File: src/hdl/sbot_pkg.sv
// shared constants and types for the segment versus box overlap test
`default_nettype none

package sbot_pkg;

  localparam int COORD_BITS_DEF = 16;

  // axis pairs for the three cross-product separating axes (x cross, y cross, z cross)
  localparam int AXIS_A [3] = '{1, 2, 0};
  localparam int AXIS_B [3] = '{2, 0, 1};

  // per-stage load enables, driven by the stall chain in the top level
  typedef struct packed {
    logic prep;
    logic axis;
    logic mul;
    logic sum;
  } stage_en_t;

endpackage

`default_nettype wire

File: src/hdl/sbot_prep.sv
// first stage: doubled center offset, doubled extent and segment vector per axis
`default_nettype none

module sbot_prep #(
  parameter int COORD_BITS = sbot_pkg::COORD_BITS_DEF
) (
  input  wire                                  clk,
  input  wire sbot_pkg::stage_en_t             en,
  input  wire logic signed [COORD_BITS-1:0]    seg_start [3],
  input  wire logic signed [COORD_BITS-1:0]    seg_end   [3],
  input  wire logic signed [COORD_BITS-1:0]    box_min   [3],
  input  wire logic signed [COORD_BITS-1:0]    box_max   [3],
  output logic signed [COORD_BITS+1:0]         t_r [3],
  output logic signed [COORD_BITS:0]           e_r [3],
  output logic signed [COORD_BITS:0]           d_r [3]
);

  localparam int TW = COORD_BITS + 2;
  localparam int EW = COORD_BITS + 1;

  logic signed [TW-1:0] t_nxt [3];
  logic signed [EW-1:0] e_nxt [3];
  logic signed [EW-1:0] d_nxt [3];

  always_comb begin
    for (int i = 0; i < 3; i++) begin
      t_nxt[i] = (TW'(box_min[i]) + TW'(box_max[i])) - (TW'(seg_start[i]) + TW'(seg_end[i]));
      e_nxt[i] = EW'(box_max[i]) - EW'(box_min[i]);
      d_nxt[i] = EW'(seg_end[i]) - EW'(seg_start[i]);
    end
  end

  always_ff @(posedge clk) begin
    if (en.prep) begin
      t_r <= t_nxt;
      e_r <= e_nxt;
      d_r <= d_nxt;
    end
  end

endmodule

`default_nettype wire

File: config.mk
export PLATFORM = sky130hd
export DESIGN_NAME = sbot_prep
export DESIGN_NICKNAME = d
export VERILOG_FILES = /design/src/hdl/sbot_pkg.sv /design/src/hdl/sbot_prep.sv
export SDC_FILE = /design/constraint.sdc
export NUM_CORES = 1
export LEC_CHECK = 0
export BUFFER_PORTS_ARGS = -buffer_cell sky130_fd_sc_hd__buf_2
export CAP_MARGIN = 20
export CORE_ASPECT_RATIO = 1.1
export CORE_UTILIZATION = 40
export DETAILED_ROUTE_END_ITERATION = 8
export GPL_TIMING_DRIVEN = 0
export PLACE_DENSITY = 0.62
export SETUP_SLACK_MARGIN = 0.5
export SLEW_MARGIN = 5
export SYNTH_ARGS = -nofsm -noshare
export SYNTH_HDL_FRONTEND = slang
export SYNTH_SLANG_ARGS = --single-unit
File: constraint.sdc
create_clock -name clk -period 3.3 [get_ports clk]
set_input_delay 0.165 -clock clk [delete_from_list [all_inputs] [get_ports clk]]
set_output_delay 0.165 -clock clk [all_outputs]
set_load 0.02 [all_outputs]
==> impl_metrics.env <==
export IMPL_dieArea_um2=39300
export IMPL_synth_fa_ha_area_frac=0.295
export IMPL_grt_usage=0.206
export IMPL_place_congestion=0.911
export IMPL_rsz0062_at_grt="yes"
export IMPL_overflow=0
export IMPL_synth_top_family_by_area="adder cells"
export IMPL_drv_cap=0
export IMPL_worst_slew_pin_transition_ns=0.813
export IMPL_worstPathMaxFanout=3
export IMPL_synthXorXnorAreaFrac=0.0586
export IMPL_core_um2=38000
export IMPL_power_per_cell_area_nw_per_um2=565
export IMPL_wl_per_cell_um=16.3
export IMPL_synth_seq_area_share=0.304
export IMPL_p_leak_nw=9.19
export IMPL_area_growth_syn_to_layout_pct=23.3
export IMPL_fmax_mhz=335
export IMPL_endpoint_kind="flop"
export IMPL_synthArstFlopShare=0
export IMPL_ios=353
export IMPL_grt_first_pass_wirelength_um=62800
export IMPL_cts_tree="done"
export IMPL_n_fill_cell=3581
export IMPL_cts_sinks=156
export IMPL_fp_dieW_um=189
export IMPL_vias=12300
export IMPL_drive_above_1_share=0.250
export IMPL_ys_ff_latch=156
export IMPL_endpoint="t_r[16]"
export IMPL_fin_nets=2458
export IMPL_grt_max_degree=92
export IMPL_synthMuxAreaShare=0.00407
export IMPL_synth_simple_area_share=0.107
export IMPL_fin_crit_sh=0.903
export IMPL_critPathRequiredTime_ns=3.57
export IMPL_cts_root_buf="clkbuf_16"
export IMPL_synth_compound_area_frac=0.138
export IMPL_dpl_cell_area_um2=18000
export IMPL_fin_hold_ws_ns=0.0858
export IMPL_fp_row_count=75
export IMPL_vias_per_cell=4.95
export IMPL_layout_cells_non_filler=2479
export IMPL_final_max_slew_violation_count=0
export IMPL_hold_violations=0
export IMPL_design_power_total_w=0.0107
export IMPL_start_util=0.405
export IMPL_hold_path_class="primary input to flop"
export IMPL_clkTransAtPathRegs_ns=0.06
export IMPL_mostFrequentLayoutCells="349 x inv_1, 341 x buf_2, 183 x ha_1, 156 x edfxtp_1, 101 x fa_1"
export IMPL_netlist_area_leader_share=0.304
export IMPL_hold_path_startpoint="seg_end[0]"
export IMPL_die_y_um=208
export IMPL_hold_buffers=0
export IMPL_final_common_cell="inv_1"
export IMPL_design_area_um2=19000
export IMPL_fin_util=0.499
export IMPL_synthTopCellsByArea="edfxtp_1 30%, ha_1 16%, fa_1 14%, inv_1 8.8%, xnor2_1 3.9%"
export IMPL_status="completed"
export IMPL_routed_wl_um=40300
export IMPL_ant_nets=0
export IMPL_synth_edf_count=156
export IMPL_dr_pass1_iters=7
export IMPL_syn_area_per_cell_um2=9.74
export IMPL_critPathLaunch="box_min[0]"
export IMPL_crit_type="primary input to flop"
export IMPL_synth_cells=1580
export IMPL_hold_depth=3
export IMPL_grt_pass1_vias=12400
export IMPL_cts_buffers=17
export IMPL_maxSlewHeadroom=0.458
export IMPL_startpoint_type="primary input"
export IMPL_syn_num_nets=2077
export IMPL_fin_crit_ns=2.98
export IMPL_ir_drop_mv=0.417
export IMPL_dpl_hpwl_um=32900
export IMPL_synth_top_area_cell="edfxtp_1"
export IMPL_ys_flop_type="edfxtp_1"
export IMPL_ys_warn_count=0
export IMPL_drt_iter0_markers=676
export IMPL_setup_viol=0
export IMPL_syn_area_um2=15400
export IMPL_clockBufferDepth=2
export IMPL_drc=0
export IMPL_portBuffers=349
export IMPL_synthDistinctLibCells=75
export IMPL_antenna_found_initial=11
export IMPL_h_tree_depth=4
export IMPL_dp_cells=2430
export IMPL_arrival_ns=3.25
-- worst max-delay path, cell delays in order --
cell and delay, ns:
buf_6 0.10, fa_1 0.53, inv_1 0.05, fa_1 0.43, inv_1 0.07, ha_2 0.19
inv_2 0.04, fa_2 0.35, nor2b_2 0.16, o21ai_2 0.10, buf_4 0.15, a21oi_2 0.14
o21a_1 0.22, o31ai_4 0.10, or3_1 0.34, o211ai_1 0.13
-- stage by stage --
| stage | setup slack [ns] | setup TNS, ns |
|---|---|---|
| 4_1_cts | 0.273 | 0 |
| 6_report | 0.319 | 0 |
| 5_1_grt | 0.242 | 0 |
| 3_5_place_dp | -0.234 | -1.17 |
| 3_3_place_gp | -0.218 | -23.25 |
| 2_1_floorplan | 0.194 | 0 |
-- synth_stat cells (5+ instances only) --
master / n
a211o_1: 5
a211oi_1: 10
a21o_1: 28
a21oi_1: 80
a31oi_1: 15
and3_1: 11
clkbuf_1: 11
edfxtp_1: 156
fa_1: 105
ha_1: 195
inv_1: 362
nand2_1: 52
nand2b_1: 19
nand3_1: 25
nand4_1: 6
nor2_1: 102
nor2b_1: 28
nor3_1: 45
nor3b_1: 11
nor4_1: 8
o211ai_1: 8
o21a_1: 16
o21ai_0: 33
o21ai_1: 11
o21bai_1: 22
o31ai_1: 10
or2_2: 5
or3_1: 6
xnor2_1: 68
xor2_1: 35
-- metal layers --
metal  track usage  part of all wire  vias to the layer above
met3        0.0343             0.050                       66
met1         0.250              0.42                     5799
li1              -                 -                     6054
met5             0           0.00092                        -
met2         0.360              0.50                      355
met4        0.0820             0.030                        6
-- flip-flops by register name, indices dropped and copies added (netlist names) --
| name | count |
|---|---|
| e_r | 51 |
| d_r | 51 |
| t_r | 54 |
-- cells by family after synthesis --
kind of cell	count (synthesis)
AND/OR/NAND/NOR	333
flip-flops	156
buffers and inverters	376
multiplexers	6
XOR/XNOR	103
AO/OA/AOI/OAI	306
adder cells (fa/ha/maj)	300
-- worst min path at each step --
stage,slack (ns),end
final,0.09,d_r[0]
after global routing,0.09,t_r[18]
after CTS,0.05,t_r[36]
after detailed placement,0.54,t_r[36]
after global placement,0.53,t_r[0]
after floorplan,0.28,d_r[0]
-- cell type report --
class | count | area (µm²) | area share
clock buffer | 18 | 429 | 0.0226
timing repair buffer | 362 | 1940 | 0.102
sequential | 156 | 4680 | 0.247
inverter | 362 | 1370 | 0.0720
antenna | 8 | 20.0 | 0.00106
clock inverter | 11 | 129 | 0.00679
multi-input combinational | 1048 | 9700 | 0.511
buffer | 14 | 75.1 | 0.00396
tap | 500 | 626 | 0.0330
-- power breakdown --
| part | switching [W] | internal, W | leakage (nW) |
|---|---|---|---|
| sequential | 0.000153 | 0.00294 | 1.53 |
| clock | 0.000837 | 0.00116 | 0.265 |
| combinational | 0.00337 | 0.00226 | 7.39 |
-- repair_timing --
action	CTS	global route
buffers inserted	2	10
resized for setup	16	55
cloned	0	0
hold endpoints to repair	0	0
pin swaps	11	34
setup endpoints to repair	12	24
(Power assumes the default switching activity.)
