$ cat src/hdl/sbot_pkg.sv
// shared constants and types for the segment versus box overlap test
`default_nettype none

package sbot_pkg;

  localparam int COORD_BITS_DEF = 16;

  // axis pairs for the three cross-product separating axes (x cross, y cross, z cross)
  localparam int AXIS_A [3] = '{1, 2, 0};
  localparam int AXIS_B [3] = '{2, 0, 1};

  // per-stage load enables, driven by the stall chain in the top level
  typedef struct packed {
    logic prep;
    logic axis;
    logic mul;
    logic sum;
  } stage_en_t;

endpackage

`default_nettype wire

$ cat src/hdl/sbot_axis.sv
// second stage: magnitudes and the three box-axis separation tests
`default_nettype none

module sbot_axis #(
  parameter int COORD_BITS = sbot_pkg::COORD_BITS_DEF
) (
  input  wire                                  clk,
  input  wire sbot_pkg::stage_en_t             en,
  input  wire logic signed [COORD_BITS+1:0]    t [3],
  input  wire logic signed [COORD_BITS:0]      e [3],
  input  wire logic signed [COORD_BITS:0]      d [3],
  output logic signed [COORD_BITS+1:0]         t_r [3],
  output logic signed [COORD_BITS:0]           e_r [3],
  output logic signed [COORD_BITS:0]           d_r [3],
  output logic        [COORD_BITS:0]           dmag_r [3],
  output logic                                 sep_r
);

  localparam int TW = COORD_BITS + 2;
  localparam int EW = COORD_BITS + 1;
  localparam int CW = COORD_BITS + 3;

  logic        [TW-1:0] tmag [3];
  logic        [EW-1:0] dmag_nxt [3];
  logic signed [CW-1:0] lhs [3];
  logic signed [CW-1:0] rhs [3];
  logic                 sep_nxt;

  always_comb begin
    sep_nxt = 1'b0;
    for (int i = 0; i < 3; i++) begin
      tmag[i]     = t[i][TW-1] ? TW'(-t[i]) : TW'(t[i]);
      dmag_nxt[i] = d[i][EW-1] ? EW'(-d[i]) : EW'(d[i]);
      lhs[i]      = CW'($signed({1'b0, tmag[i]}));
      rhs[i]      = CW'(e[i]) + CW'($signed({1'b0, dmag_nxt[i]}));
      sep_nxt     = sep_nxt | (lhs[i] > rhs[i]);
    end
  end

  always_ff @(posedge clk) begin
    if (en.axis) begin
      t_r    <= t;
      e_r    <= e;
      d_r    <= d;
      dmag_r <= dmag_nxt;
      sep_r  <= sep_nxt;
    end
  end

endmodule

`default_nettype wire

$ cat config.mk
export PLATFORM = sky130hd
export DESIGN_NAME = sbot_axis
export DESIGN_NICKNAME = d
export VERILOG_FILES = /design/src/hdl/sbot_pkg.sv /design/src/hdl/sbot_axis.sv
export SDC_FILE = /design/constraint.sdc
export NUM_CORES = 1
export LEC_CHECK = 0
export BUFFER_PORTS_ARGS = -buffer_cell sky130_fd_sc_hd__buf_2
export CAP_MARGIN = 0
export CORE_MARGIN = 2
export CORE_UTILIZATION = 52
export DETAILED_ROUTE_END_ITERATION = 16
export GPL_TIMING_DRIVEN = 1
export PLACE_DENSITY = 0.9
export SLEW_MARGIN = 20
export SYNTH_ARGS = -nofsm -noshare
export SYNTH_HDL_FRONTEND = slang
export SYNTH_SLANG_ARGS = --single-unit
$ cat constraint.sdc
create_clock -name clk -period 7.95 [get_ports clk]
set_clock_uncertainty 0.1 [all_clocks]
set_input_delay 1.59 -clock clk [delete_from_list [all_inputs] [get_ports clk]]
set_output_delay 1.59 -clock clk [all_outputs]
set_load 0.02 [all_outputs]
==> summary.md <==
The tools report the count of pins over their slew limit as 0. The synthesized cell area was 0.01171 sq mm. For the number of distinct library cell variants in the gate-level netlist after synthesis, the log shows 60.

In this run the post-CTS setup repair buffer count came out at 0. The library cells used most frequently in the layout, excluding fill and tap cells, are sky130_fd_sc_hd__buf_2 (364), sky130_fd_sc_hd__edfxtp_1 (205), sky130_fd_sc_hd__ha_1 (118), sky130_fd_sc_hd__xnor2_1 (108), sky130_fd_sc_hd__o21ai_0 (68). In this run the tool buffered the top-level ports with 365 buffer cells. The share of the clock period used by the worst path works out to 88.10%.

Routability-driven placement finished with a final weighted congestion of 0.8156. The run gives 0 ns as the sum of negative setup slack. The tools report the total of fill cells in the finished design as 1552.

The tools report the count of boundary I/O pins as 369. The largest buffer count on any clock path is 3. Dividing the detail-routed via count by the number of cells gives 5.683.

The root buffer cell chosen for the clock tree is sky130_fd_sc_hd__clkbuf_16. The die covers 0.02373 sq mm. The smallest clock period supported by the final layout is computed as 7.004 ns. The library cell used most frequently in the layout, excluding fill and tap cells, is sky130_fd_sc_hd__buf_2. At the end of the flow, the number of nets in the layout was 1611. The number of enable flip-flop cells after synthesis is 205. Summed over all nets, wire length on met2 after detailed routing comes to 15.82 mm. IR analysis of the VDD net gives a maximum drop of 0.1821 mV. The detailed router placed 9241 vias in this run. The first routing iteration left 453 violations. The flow ran to the end, and the final reports show no timing, DRC or antenna violations. STA puts the critical path data arrival time at 7.16 ns.

The via count of the first global-routing pass was 9567. The setup path with the least slack is of type in -> reg. Setup repair after global routing left no endpoint under its margin. The detailed router put a total of 11.77 mm of wire on met1. In the global route stage, overall resource usage came out at 25.50%.

The power density relative to cell area is 221.3 mW/mm^2. In this run the tightest slew margin relative to its limit is 30.67%. The post-synthesis instance total was 949; the number of antenna violations at the first check in global routing was 0. The number of search-and-repair iterations in the first detailed-routing pass was 5; the maximum fanout encountered on the critical timing path was 4. At the pin with the least slew margin, the transition time is 1.040 ns. H-tree level count: 1.

Entering global routing, the biggest net connects 129 pins. The synthesis-to-finish area growth was 24.22%; the multi-input combinational cell area was 0.005360 sq mm. After detailed routing, the number of remaining DRC violations is 0. In this run the worst hold path is classified as in -> reg. Top layer used by detailed routing: met4. TritonCTS built the clock tree.

The share of the core filled with cells was 66.23%; the total wirelength of the detailed-routed design was 31.02 mm. In the final layout, flip-flops and latches occupy 0.006156 sq mm. The initialized floorplan defines 54 standard-cell rows. Counting every sink on the clock net gives 205. The die is 154.0 microns tall. The wire-length estimate of the detail-placed layout is 23.94 mm. Of the cells placed in the final design, the portion with a size suffix greater than 1 is 31.08%. In the synthesized netlist the async set-or-reset flop fraction comes to 0%. The floorplan step set the die width to 154.0 microns. The amount of wire on met3 after detailed routing is 2.341 mm, and the warning count from the yosys run is 0. With fillers left out, the area of the finished cells amounts to 0.01454 sq mm. The hold slack was 1.169 ns; the overall overflow remaining after global route was 0. The placeable core area was 0.02196 sq mm; the number of nets with antenna violations after detailed routing was 0. After clock tree synthesis, the flow added hold-fix buffers numbering 0. The average footprint of a synthesized cell was 12.34 sq um; the cell area after placement was 0.01385 sq mm. Once the clock tree was built, the resizer swapped 0 gates to a different size. In the synthesized netlist the dominant register cell turns out to be sky130_fd_sc_hd__edfxtp_1.

The first global-routing pass estimated 48.70 mm of wire. Timing would allow up to 0.1428 GHz. The tool flagged a number of max-cap violations equal to 0.

Dividing the detail-routed wire length by the instance count gives 19.08 microns. The tools report the sequential-to-total area share from yosys stat as 52.58%. Sort of element at the end of the critical path: a flip-flop.

Element type at the critical path start: an input port. Setup violations remaining at the end of the flow were counted as 0. When the netlist entered floorplanning its net count stood at 1231. The number of synthesized register bits works out to 205. The initial core utilization was 53.32%; the clock slew seen by the registers of the worst setup and hold paths was 0.06 ns. STA puts the critical path data required time at 8.11 ns. The hold violation total from the final report is 0, and the static leakage is 6.128 nW. The number of buffers created by CTS was 23.
## synth_stat cells, types with 3 or more instances
cell type | instances | area [sq um]
sky130_fd_sc_hd__a31oi_1 | 3 | 18.77
sky130_fd_sc_hd__a21oi_1 | 44 | 220.2
sky130_fd_sc_hd__clkbuf_1 | 8 | 30.03
sky130_fd_sc_hd__a21o_1 | 19 | 142.6
sky130_fd_sc_hd__nand2b_1 | 26 | 162.7
sky130_fd_sc_hd__buf_4 | 3 | 22.52
sky130_fd_sc_hd__nor2b_1 | 11 | 68.82
sky130_fd_sc_hd__o41ai_1 | 12 | 105.1
sky130_fd_sc_hd__nor2_1 | 31 | 116.4
sky130_fd_sc_hd__fa_1 | 3 | 60.06
sky130_fd_sc_hd__or2_2 | 6 | 37.54
sky130_fd_sc_hd__o31ai_2 | 3 | 37.54
sky130_fd_sc_hd__or4b_1 | 3 | 30.03
sky130_fd_sc_hd__ha_1 | 118 | 1476
sky130_fd_sc_hd__nor3_1 | 17 | 85.08
sky130_fd_sc_hd__or4_1 | 9 | 67.56
sky130_fd_sc_hd__o21a_1 | 15 | 112.6
sky130_fd_sc_hd__or3_1 | 14 | 87.58
sky130_fd_sc_hd__nand3b_1 | 3 | 22.52
sky130_fd_sc_hd__edfxtp_1 | 205 | 6156
sky130_fd_sc_hd__nand2_1 | 49 | 183.9
sky130_fd_sc_hd__xnor2_1 | 108 | 945.9
sky130_fd_sc_hd__inv_1 | 37 | 138.9
sky130_fd_sc_hd__nand3_1 | 14 | 70.07
sky130_fd_sc_hd__o21ai_0 | 68 | 340.3
sky130_fd_sc_hd__o31a_1 | 4 | 35.03
sky130_fd_sc_hd__o21bai_1 | 10 | 75.07
sky130_fd_sc_hd__nor4_1 | 6 | 37.54
sky130_fd_sc_hd__o211ai_1 | 3 | 22.52
sky130_fd_sc_hd__nand4_1 | 11 | 68.82
sky130_fd_sc_hd__o31ai_1 | 25 | 187.7
sky130_fd_sc_hd__xor2_1 | 22 | 192.7
sky130_fd_sc_hd__a211oi_1 | 6 | 45.04
## report_power, final
part           total [mW]  switching (mW)  internal [mW]
Clock               0.988           0.423          0.564
Sequential           1.32          0.0237           1.30
Combinational       0.910           0.552          0.358
Total                3.22           0.999           2.22
## sequential cells by signal, indices dropped and copies added, names as in the netlist
name	flops
t_r	54
d_r	51
sep_r	1
e_r	51
dmag_r	48
## per-stage QoR
stage | total power [mW] | cells | setup WS [ns]
after CTS | 3.235 | 1625 | 0.9791
after floorplan | 1.931 | 949 | 1.451
after global routing | 3.373 | 1625 | 0.4993
after global placement | 2.196 | 1584 | 0.8125
final | 3.218 | 1626 | 0.9463
after detailed placement | 2.239 | 1584 | 0.5417
## worst paths after layout
kind / startpoint / to / slack [ns] / cells past startpoint
setup / recovery: d[35] / sep_r$_DFFE_PP_ / 0.95 / 26
hold / removal: e[3] / e_r[3]$_DFFE_PP_ / 1.17 / 1
## cells by family after synthesis
logic type	after synthesis	synth area share (%)
adders and majority gates	121	13.12
DFF	205	52.58
xor gates and xnor gates	130	9.725
muxes	2	0.1710
and+or+nand+nor	214	10.00
AOI/OAI and AO/OA	229	12.76
buffers and inverters	48	1.635
## final cells by class
cell class	count	area share [%]
Antenna cell	1	0.01721
Clock buffer	27	4.061
Clock inverter	14	0.6969
Inverter	37	0.9550
Multi-Input combinational cell	696	36.86
Sequential cell	205	42.33
Tap cell	280	2.409
Timing Repair Buffer	366	12.67
## critical path, cell delays in order
cell and delay (ns):
sky130_fd_sc_hd__buf_2 0.11, sky130_fd_sc_hd__inv_1 0.09, sky130_fd_sc_hd__nand2_1 0.08, sky130_fd_sc_hd__or4_1 0.45, sky130_fd_sc_hd__or2_2 0.34, sky130_fd_sc_hd__o21ai_0 0.24
sky130_fd_sc_hd__xnor2_1 0.21, sky130_fd_sc_hd__ha_1 0.32, sky130_fd_sc_hd__a21o_1 0.23, sky130_fd_sc_hd__a21oi_1 0.16, sky130_fd_sc_hd__o31ai_1 0.13, sky130_fd_sc_hd__a21o_1 0.22
sky130_fd_sc_hd__a21oi_1 0.32, sky130_fd_sc_hd__o211ai_1 0.19, sky130_fd_sc_hd__a21oi_1 0.17, sky130_fd_sc_hd__o21bai_1 0.10, sky130_fd_sc_hd__xnor2_1 0.14, sky130_fd_sc_hd__ha_1 0.31
sky130_fd_sc_hd__nand4_1 0.13, sky130_fd_sc_hd__or3_1 0.35, sky130_fd_sc_hd__nor3_1 0.30, sky130_fd_sc_hd__nor2_1 0.08, sky130_fd_sc_hd__a2111oi_0 0.37, sky130_fd_sc_hd__o21ai_0 0.18
sky130_fd_sc_hd__nor3_1 0.25, sky130_fd_sc_hd__nand4_1 0.11
## routing by layer
| layer | track usage, % | vias to the layer above |
|---|---|---|
| met5 | 0 | - |
| met4 | 9.568 | 0 |
| met3 | 6.257 | 69 |
| li1 | - | 4386 |
| met2 | 46.12 | 391 |
| met1 | 29.19 | 4395 |
Note: power is estimated with default switching activity, not from simulation.
